`src/hw/rtl/fpfr_pkg.sv`:
```
// Package for the FIFO page frame replacement unit.
// Holds the field widths, the stream packing layout and the default sizes.
// No dependencies.
package fpfr_pkg;

    // Default sizes of the frame table.
    localparam int FRAMES_DEFAULT = 64;
    localparam int PAGES          = 1024;

    // Field widths.
    localparam int CFG_W       = 7;
    localparam int PAGE_W      = 10;
    localparam int FRAME_FLD_W = 6;
    localparam int COUNT_W     = 32;

    // Reset value of the frames_in_use register.
    localparam logic [CFG_W-1:0] FRAMES_IN_USE_RESET = 7'd64;

    // Stream payload widths, padded to whole bytes.
    localparam int S_TDATA_W = 16;
    localparam int M_TDATA_W = 80;

    typedef logic [PAGE_W-1:0]  page_t;
    typedef logic [COUNT_W-1:0] count_t;

endpackage

```
`src/hw/rtl/fifo_page_frame_replacement_unit.sv`:
```
// FIFO page frame replacement unit: top level.
// Frame table in a synchronous single-port memory, fill count, FIFO pointer, counters.
// Depends on fpfr_pkg.

// Each accepted fault on the s_ channel yields one result transaction on the m_ channel.
// A fault runs through the accept cycle, in which the frame table memory is read at the
// chosen frame and written with the new page, and the read state, in which the registered
// read data reaches the output register. A new fault is taken in the same cycle as the
// previous result leaves. Frames are filled from frame 0 upward, so a fill count stands in
// for the used marks and no clearing pass is needed after reset. The user is to write the
// frames_in_use register through cfg_we and cfg_wdata only while the unit is idle; the
// block does not enforce this. 0 acts as 1 and values above FRAMES act as FRAMES.
module fifo_page_frame_replacement_unit #(
    parameter int FRAMES = fpfr_pkg::FRAMES_DEFAULT
) (
    input  logic                            aclk,
    input  logic                            aresetn,
    // Configuration: frames_in_use
    input  logic                            cfg_we,
    input  logic [fpfr_pkg::CFG_W-1:0]      cfg_wdata,
    // Fault input. tdata: fault_page [9:0], zero pad [15:10]
    input  logic                            s_tvalid,
    output logic                            s_tready,
    input  logic [fpfr_pkg::S_TDATA_W-1:0]  s_tdata,
    // Result output. tdata: load_frame [5:0], evicted_page [15:6],
    // fault_count [47:16], writeback_count [79:48]
    output logic                            m_tvalid,
    input  logic                            m_tready,
    output logic [fpfr_pkg::M_TDATA_W-1:0]  m_tdata,
    // tuser: write_back [0]
    output logic                            m_tuser
);
    import fpfr_pkg::*;

    localparam int F_W    = $clog2(FRAMES);
    localparam int N_W    = $clog2(FRAMES + 1);
    localparam int CMP_W  = (N_W > CFG_W) ? N_W : CFG_W;
    localparam int SLOT_W = (F_W > FRAME_FLD_W) ? F_W : FRAME_FLD_W;

    localparam logic ST_IDLE = 1'b0;
    localparam logic ST_READ = 1'b1;

    logic              state_reg;
    logic [CFG_W-1:0]  frames_in_use_reg;
    logic [N_W-1:0]    fill_reg, fill_next;
    logic [F_W-1:0]    oldest_reg, oldest_next;
    count_t            faults_reg, faults_next;
    count_t            wbs_reg, wbs_next;

    logic [F_W-1:0]    slot_reg;
    logic              wb_reg;

    logic              out_valid_reg;
    logic [FRAME_FLD_W-1:0] out_frame_reg;
    logic              out_wb_reg;
    page_t             out_evicted_reg;
    count_t            out_faults_reg;
    count_t            out_wbs_reg;

    logic [CMP_W-1:0]  cfg_ext;
    logic [N_W-1:0]    n_eff;
    logic              accept;
    logic              has_free;
    logic [F_W-1:0]    victim;
    logic [F_W-1:0]    slot;
    logic [CMP_W-1:0]  victim_inc;
    logic [SLOT_W-1:0] slot_wide;

    page_t             frame_owner_mem [FRAMES];
    page_t             rd_data_reg;

    assign s_tready = (state_reg == ST_IDLE) && (!out_valid_reg || m_tready);
    assign accept   = s_tvalid && s_tready;

    // Clamp the active frame count to 1..FRAMES.
    always_comb begin
        cfg_ext = CMP_W'(frames_in_use_reg);
        if (cfg_ext == '0) begin
            n_eff = N_W'(1);
        end else if (cfg_ext > CMP_W'(FRAMES)) begin
            n_eff = N_W'(FRAMES);
        end else begin
            n_eff = N_W'(cfg_ext);
        end
    end

    // Frame choice: next unfilled frame, else the FIFO victim.
    always_comb begin
        has_free    = fill_reg < n_eff;
        victim      = (N_W'(oldest_reg) < n_eff) ? oldest_reg : '0;
        victim_inc  = CMP_W'(victim) + CMP_W'(1);
        slot        = has_free ? fill_reg[F_W-1:0] : victim;
        fill_next   = fill_reg;
        oldest_next = oldest_reg;
        wbs_next    = wbs_reg;
        faults_next = faults_reg + COUNT_W'(1);
        if (has_free) begin
            fill_next = fill_reg + N_W'(1);
        end else begin
            wbs_next    = wbs_reg + COUNT_W'(1);
            oldest_next = (victim_inc < CMP_W'(n_eff)) ? victim_inc[F_W-1:0] : '0;
        end
    end

    always_ff @(posedge aclk) begin
        if (!aresetn) begin
            state_reg         <= ST_IDLE;
            frames_in_use_reg <= FRAMES_IN_USE_RESET;
            fill_reg          <= '0;
            oldest_reg        <= '0;
            faults_reg        <= '0;
            wbs_reg           <= '0;
            out_valid_reg     <= 1'b0;
        end else begin
            if (cfg_we) begin
                frames_in_use_reg <= cfg_wdata;
            end
            unique case (state_reg)
                ST_IDLE: begin
                    if (accept) begin
                        state_reg  <= ST_READ;
                        fill_reg   <= fill_next;
                        oldest_reg <= oldest_next;
                        faults_reg <= faults_next;
                        wbs_reg    <= wbs_next;
                    end
                end
                ST_READ: begin
                    state_reg <= ST_IDLE;
                end
                default: begin
                    state_reg <= ST_IDLE;
                end
            endcase
            if (state_reg == ST_READ) begin
                out_valid_reg <= 1'b1;
            end else if (m_tready) begin
                out_valid_reg <= 1'b0;
            end
        end
    end

    // Read-first single port: the old owner comes out while the new page goes in.
    always_ff @(posedge aclk) begin
        if (accept) begin
            rd_data_reg             <= frame_owner_mem[slot];
            frame_owner_mem[slot]   <= s_tdata[PAGE_W-1:0];
        end
    end

    assign slot_wide = SLOT_W'(slot_reg);

    always_ff @(posedge aclk) begin
        if (accept) begin
            slot_reg <= slot;
            wb_reg   <= !has_free;
        end
        if (state_reg == ST_READ) begin
            out_frame_reg   <= slot_wide[FRAME_FLD_W-1:0];
            out_wb_reg      <= wb_reg;
            out_evicted_reg <= wb_reg ? rd_data_reg : '0;
            out_faults_reg  <= faults_reg;
            out_wbs_reg     <= wbs_reg;
        end
    end

    assign m_tvalid = out_valid_reg;
    assign m_tuser  = out_wb_reg;
    assign m_tdata  = {out_wbs_reg, out_faults_reg, out_evicted_reg, out_frame_reg};

    // A result appears only after the memory read cycle.
    a_out_after_read: assert property (@(posedge aclk) disable iff (!aresetn)
        $rose(m_tvalid) |-> $past(state_reg == ST_READ))
        else $error("result raised without a frame table read");

    // An accepted fault is always followed by the read cycle.
    a_read_follows_accept: assert property (@(posedge aclk) disable iff (!aresetn)
        (s_tvalid && s_tready) |=> (state_reg == ST_READ))
        else $error("accepted fault did not enter the read cycle");

    // Without an eviction the evicted page field is zero.
    a_no_wb_zero_page: assert property (@(posedge aclk) disable iff (!aresetn)
        (m_tvalid && !m_tuser) |-> (m_tdata[15:6] == '0))
        else $error("evicted page nonzero without write-back");

    // The fill count never passes the table depth.
    a_fill_bound: assert property (@(posedge aclk) disable iff (!aresetn)
        (CMP_W'(fill_reg) <= CMP_W'(FRAMES)))
        else $error("fill count beyond frame table depth");

endmodule
```
`config.mk`:
```
export PLATFORM = sky130hd
export DESIGN_NAME = fifo_page_frame_replacement_unit
export DESIGN_NICKNAME = d
export VERILOG_FILES = /design/src/hw/rtl/fpfr_pkg.sv /design/src/hw/rtl/fifo_page_frame_replacement_unit.sv
export SDC_FILE = /design/constraint.sdc
export NUM_CORES = 1
export LEC_CHECK = 0
export BUFFER_PORTS_ARGS = -buffer_cell sky130_fd_sc_hd__buf_2
export CELL_PAD_IN_SITES_DETAIL_PLACEMENT = 1
export CELL_PAD_IN_SITES_GLOBAL_PLACEMENT = 1
export CORE_ASPECT_RATIO = 0.6
export CORE_MARGIN = 5
export CORE_UTILIZATION = 46
export DETAILED_ROUTE_END_ITERATION = 6
export PLACE_DENSITY = 0.78
export SLEW_MARGIN = 10
export SYNTH_ARGS = -nofsm -noshare
export SYNTH_HDL_FRONTEND = slang
export SYNTH_SLANG_ARGS = --single-unit
```
`constraint.sdc`:
```
create_clock -name aclk -period 3.75 [get_ports aclk]
set_input_delay 0.75 -clock aclk [delete_from_list [all_inputs] [get_ports aclk]]
set_output_delay 0.75 -clock aclk [all_outputs]
set_load 0.02 [all_outputs]
```
==> flow_summary.toml <==
[die]
initial_core_util = 0.466
dieWidth_um = 354
die_h_um = 217
core_area_um2 = 70200
rows = 75
ios = 111
dieArea_um2 = 76800

[sta]
slew_viol_final = 0
fmax_ghz = 0.235
setup-tns-final_ps = -57870
fin_crit_ps = 4260
setup_viol = 544
slew_headroom = 0.161
finalHoldViolCount = 0
worst_hold_slack_ps = 359
fin_ws_ps = -507
finalCritPeriodShare = 1.14
fin_skew_ps = 44.6
tightestPinTransition_ps = 1260
rsz0062_at_grt = "true"

[worst_setup_path]
path_class = "reg -> reg"
cp_common_cell = "buf_4"
critical_path.cell_chain = "clkinv_4 -> buf_6 -> nand2_4 -> buf_4 -> ha_1 -> a211oi_2 -> buf_4 -> nor2_1 -> buf_4 -> nor3_1 -> o31ai_1 -> nand3_4 -> buf_12 -> buf_12 -> buf_12 -> o22ai_4 -> nor4_4 -> buf_4 -> nand4_1 -> or3_1"
critPathMaxFanout = 6
cp-end-kind = "register"
r2r_setup_slack_ps = -510
start_kind = "register"
cp_slowest_cell = "nor3_1"
max_stage_delay_ps = 390
critPathBufInv = 9
required_ps = 4150
critPathArrivalTime_ps = 4660
crit_family = "simple AND/OR/NAND/NOR gates"

[synthesis]
synthArstFlopShare = 0
netlist-cell-type-count = 63
syn_nets = 2513
syn_inst = 2464
synth_seq_area_share = 0.729
synth_edf_count = 738
ys.warnings.count = 0
yosys.area.top_type = "edfxtp_1"
synthFlopType = "edfxtp_1"
synth_top_area_share = 0.677
synth-seq-cells = 824
synthTopCellsByArea = "edfxtp_1 (68%), nand2_1 (5.8%), dfxtp_1 (5.3%)"
syn_avg_cell_area_um2 = 13.3
netlist_area_um2 = 32700

[cells_and_area]
mostFrequentLayoutCells = "edfxtp_1 (738), nand2_1 (503), nand3_1 (336), buf_4 (187), buf_2 (102)"
drive_gt1_frac = 0.248
antenna_cells = 0
largest_reg_flops = 640
final_util = 0.588
area_growth_pct = 26.1
nets = 2903
final_common_cell = "edfxtp_1"
instances_no_fill = 3840
final_cell_area_um2 = 41300
regMostFlops = "frame_owner_mem"

[routing]
drc = 0
wl_per_cell_um = 30.8
ant_nets = 0
dr_total_vias = 24100
drt-initial-drc-count = 3204
wl_um = 118000
viasPerCell = 6.27
firstDrtPassIters = 6

[cts]
cts_max_level = 3
clock_latency_ps = 680
cts_tree = "built"
clkTransAtPathRegs_ps = 70
numCtsBuffers = 76
cts_root_buf = "clkbuf_16"
cts_sinks = 824
clockBufferDepth = 3
holdBufCountCts = 0

[place]
place_area_um2 = 36400
place_ws_ps = -526
place.gp.congestion = 0.883
hpwlAfterDp_um = 65300
numPortBuffers = 104
dpl.cell_count = 3623

[power_and_ir_drop]
p_clk_frac = 0.401
swShare = 0.247
p_sw_mw = 4.96
vdd_ir_drop_max_mv = 0.361
sequentialPowerShare = 0.504
powerDensity_nw_per_um2 = 487
power_mw = 20.1
p_comb_frac = 0.095
intPower_mw = 15.2
leakage_nw = 14.5

[global_routing]
grt_start_max_net_pins = 69
antenna_found_initial = 6
grt_usage = 0.275
grt_pass1_vias = 24000
grt-ovfl-total = 0
grt_pass1_wl_um = 158000

[outcome]
violations = "setup timing"
outcome = "finished, violations left"

[hold_path]
hold_path.class = "in -> reg"

[flow_run]
maxCapViolCount = 0
cells by family (layout without fill, tap and decap cells):
logic type / after synthesis / after routing / share of synthesized area
xor gates and xnor gates: 65 / 65 / 0.0174
DFF: 824 / 824 / 0.729
AOI/OAI and AO/OA: 133 / 133 / 0.0284
and+or+nand+nor: 1170 / 1170 / 0.164
buffers and inverters: 141 / 592 / 0.0184
adders and majority gates: 21 / 21 / 0.00802
muxes: 110 / 111 / 0.0340
final cells by class:
type | instances | area (µm²)
fillers | 6684 | 28900
flip-flops and latches | 824 | 23900
multi-input cells | 1500 | 9480
repair buffers | 432 | 4160
clock buffers | 101 | 2080
well taps | 924 | 1160
clock inverters | 39 | 407
inverters | 18 | 92.6
repair inverters | 2 | 28.8
Yosys cell counts (5+ instances only):
library cell and n:
edfxtp_1 738, nand2_1 507, nand3_1 344, mux2i_1 109, nor2_1 100, dfxtp_1 86
clkbuf_1 78, and2_1 66, nand4_1 43, xnor2_1 41, o22ai_1 39, xor2_1 24
nor2b_1 22, ha_1 21, or3_1 21, buf_1 19, buf_2 18, nor3_1 17
nor4_1 17, and3_1 15, o21ai_0 15, inv_1 12, a21oi_1 10, a32oi_1 10
a21boi_0 9, a22oi_1 7, o211ai_1 7, buf_6 5
metal layers:
| layer | wire [µm] | up-vias | track usage |
|---|---|---|---|
| met5 | 48 | - | 0 |
| met4 | 4330 | 8 | 0.0889 |
| met3 | 13000 | 326 | 0.0845 |
| met2 | 55600 | 1542 | 0.434 |
| met1 | 45200 | 12400 | 0.367 |
| li1 | - | 9856 | - |
power by group through the flow:
stage	Sequential, mW	Combinational, mW	Clock, mW
detailed placement	10.3	1.47	0
floorplan	10.4	0.678	0
global route	10.1	1.97	8.54
global placement	10.3	1.40	0
finish	10.1	1.91	8.06
CTS	10.1	1.67	7.98
worst min-delay path, cell delays in order:
cell      delay, ps
buf_2            90
nand2_1          60
o211ai_1         80
repair_timing:
action | 4_1_cts | 5_1_grt
pin swaps | 39 | 50
gates resized for setup | 159 | 206
buffers inserted | 26 | 25
gates cloned | 13 | 19
setup endpoints to repair | 508 | 611
final timing paths:
| path | end | cells past startpoint | start |
|---|---|---|---|
| setup / recovery | rd_data_reg[6] | 20 | cfg_ext[6] |
| hold / removal | cfg_ext[6] | 3 | cfg_wdata[6] |
| setup reg to reg | rd_data_reg[6] | 20 | cfg_ext[6] |
| hold reg to reg | out_frame_reg[3] | 0 | slot_reg[3] |
Power figures use the tool's default switching activity.
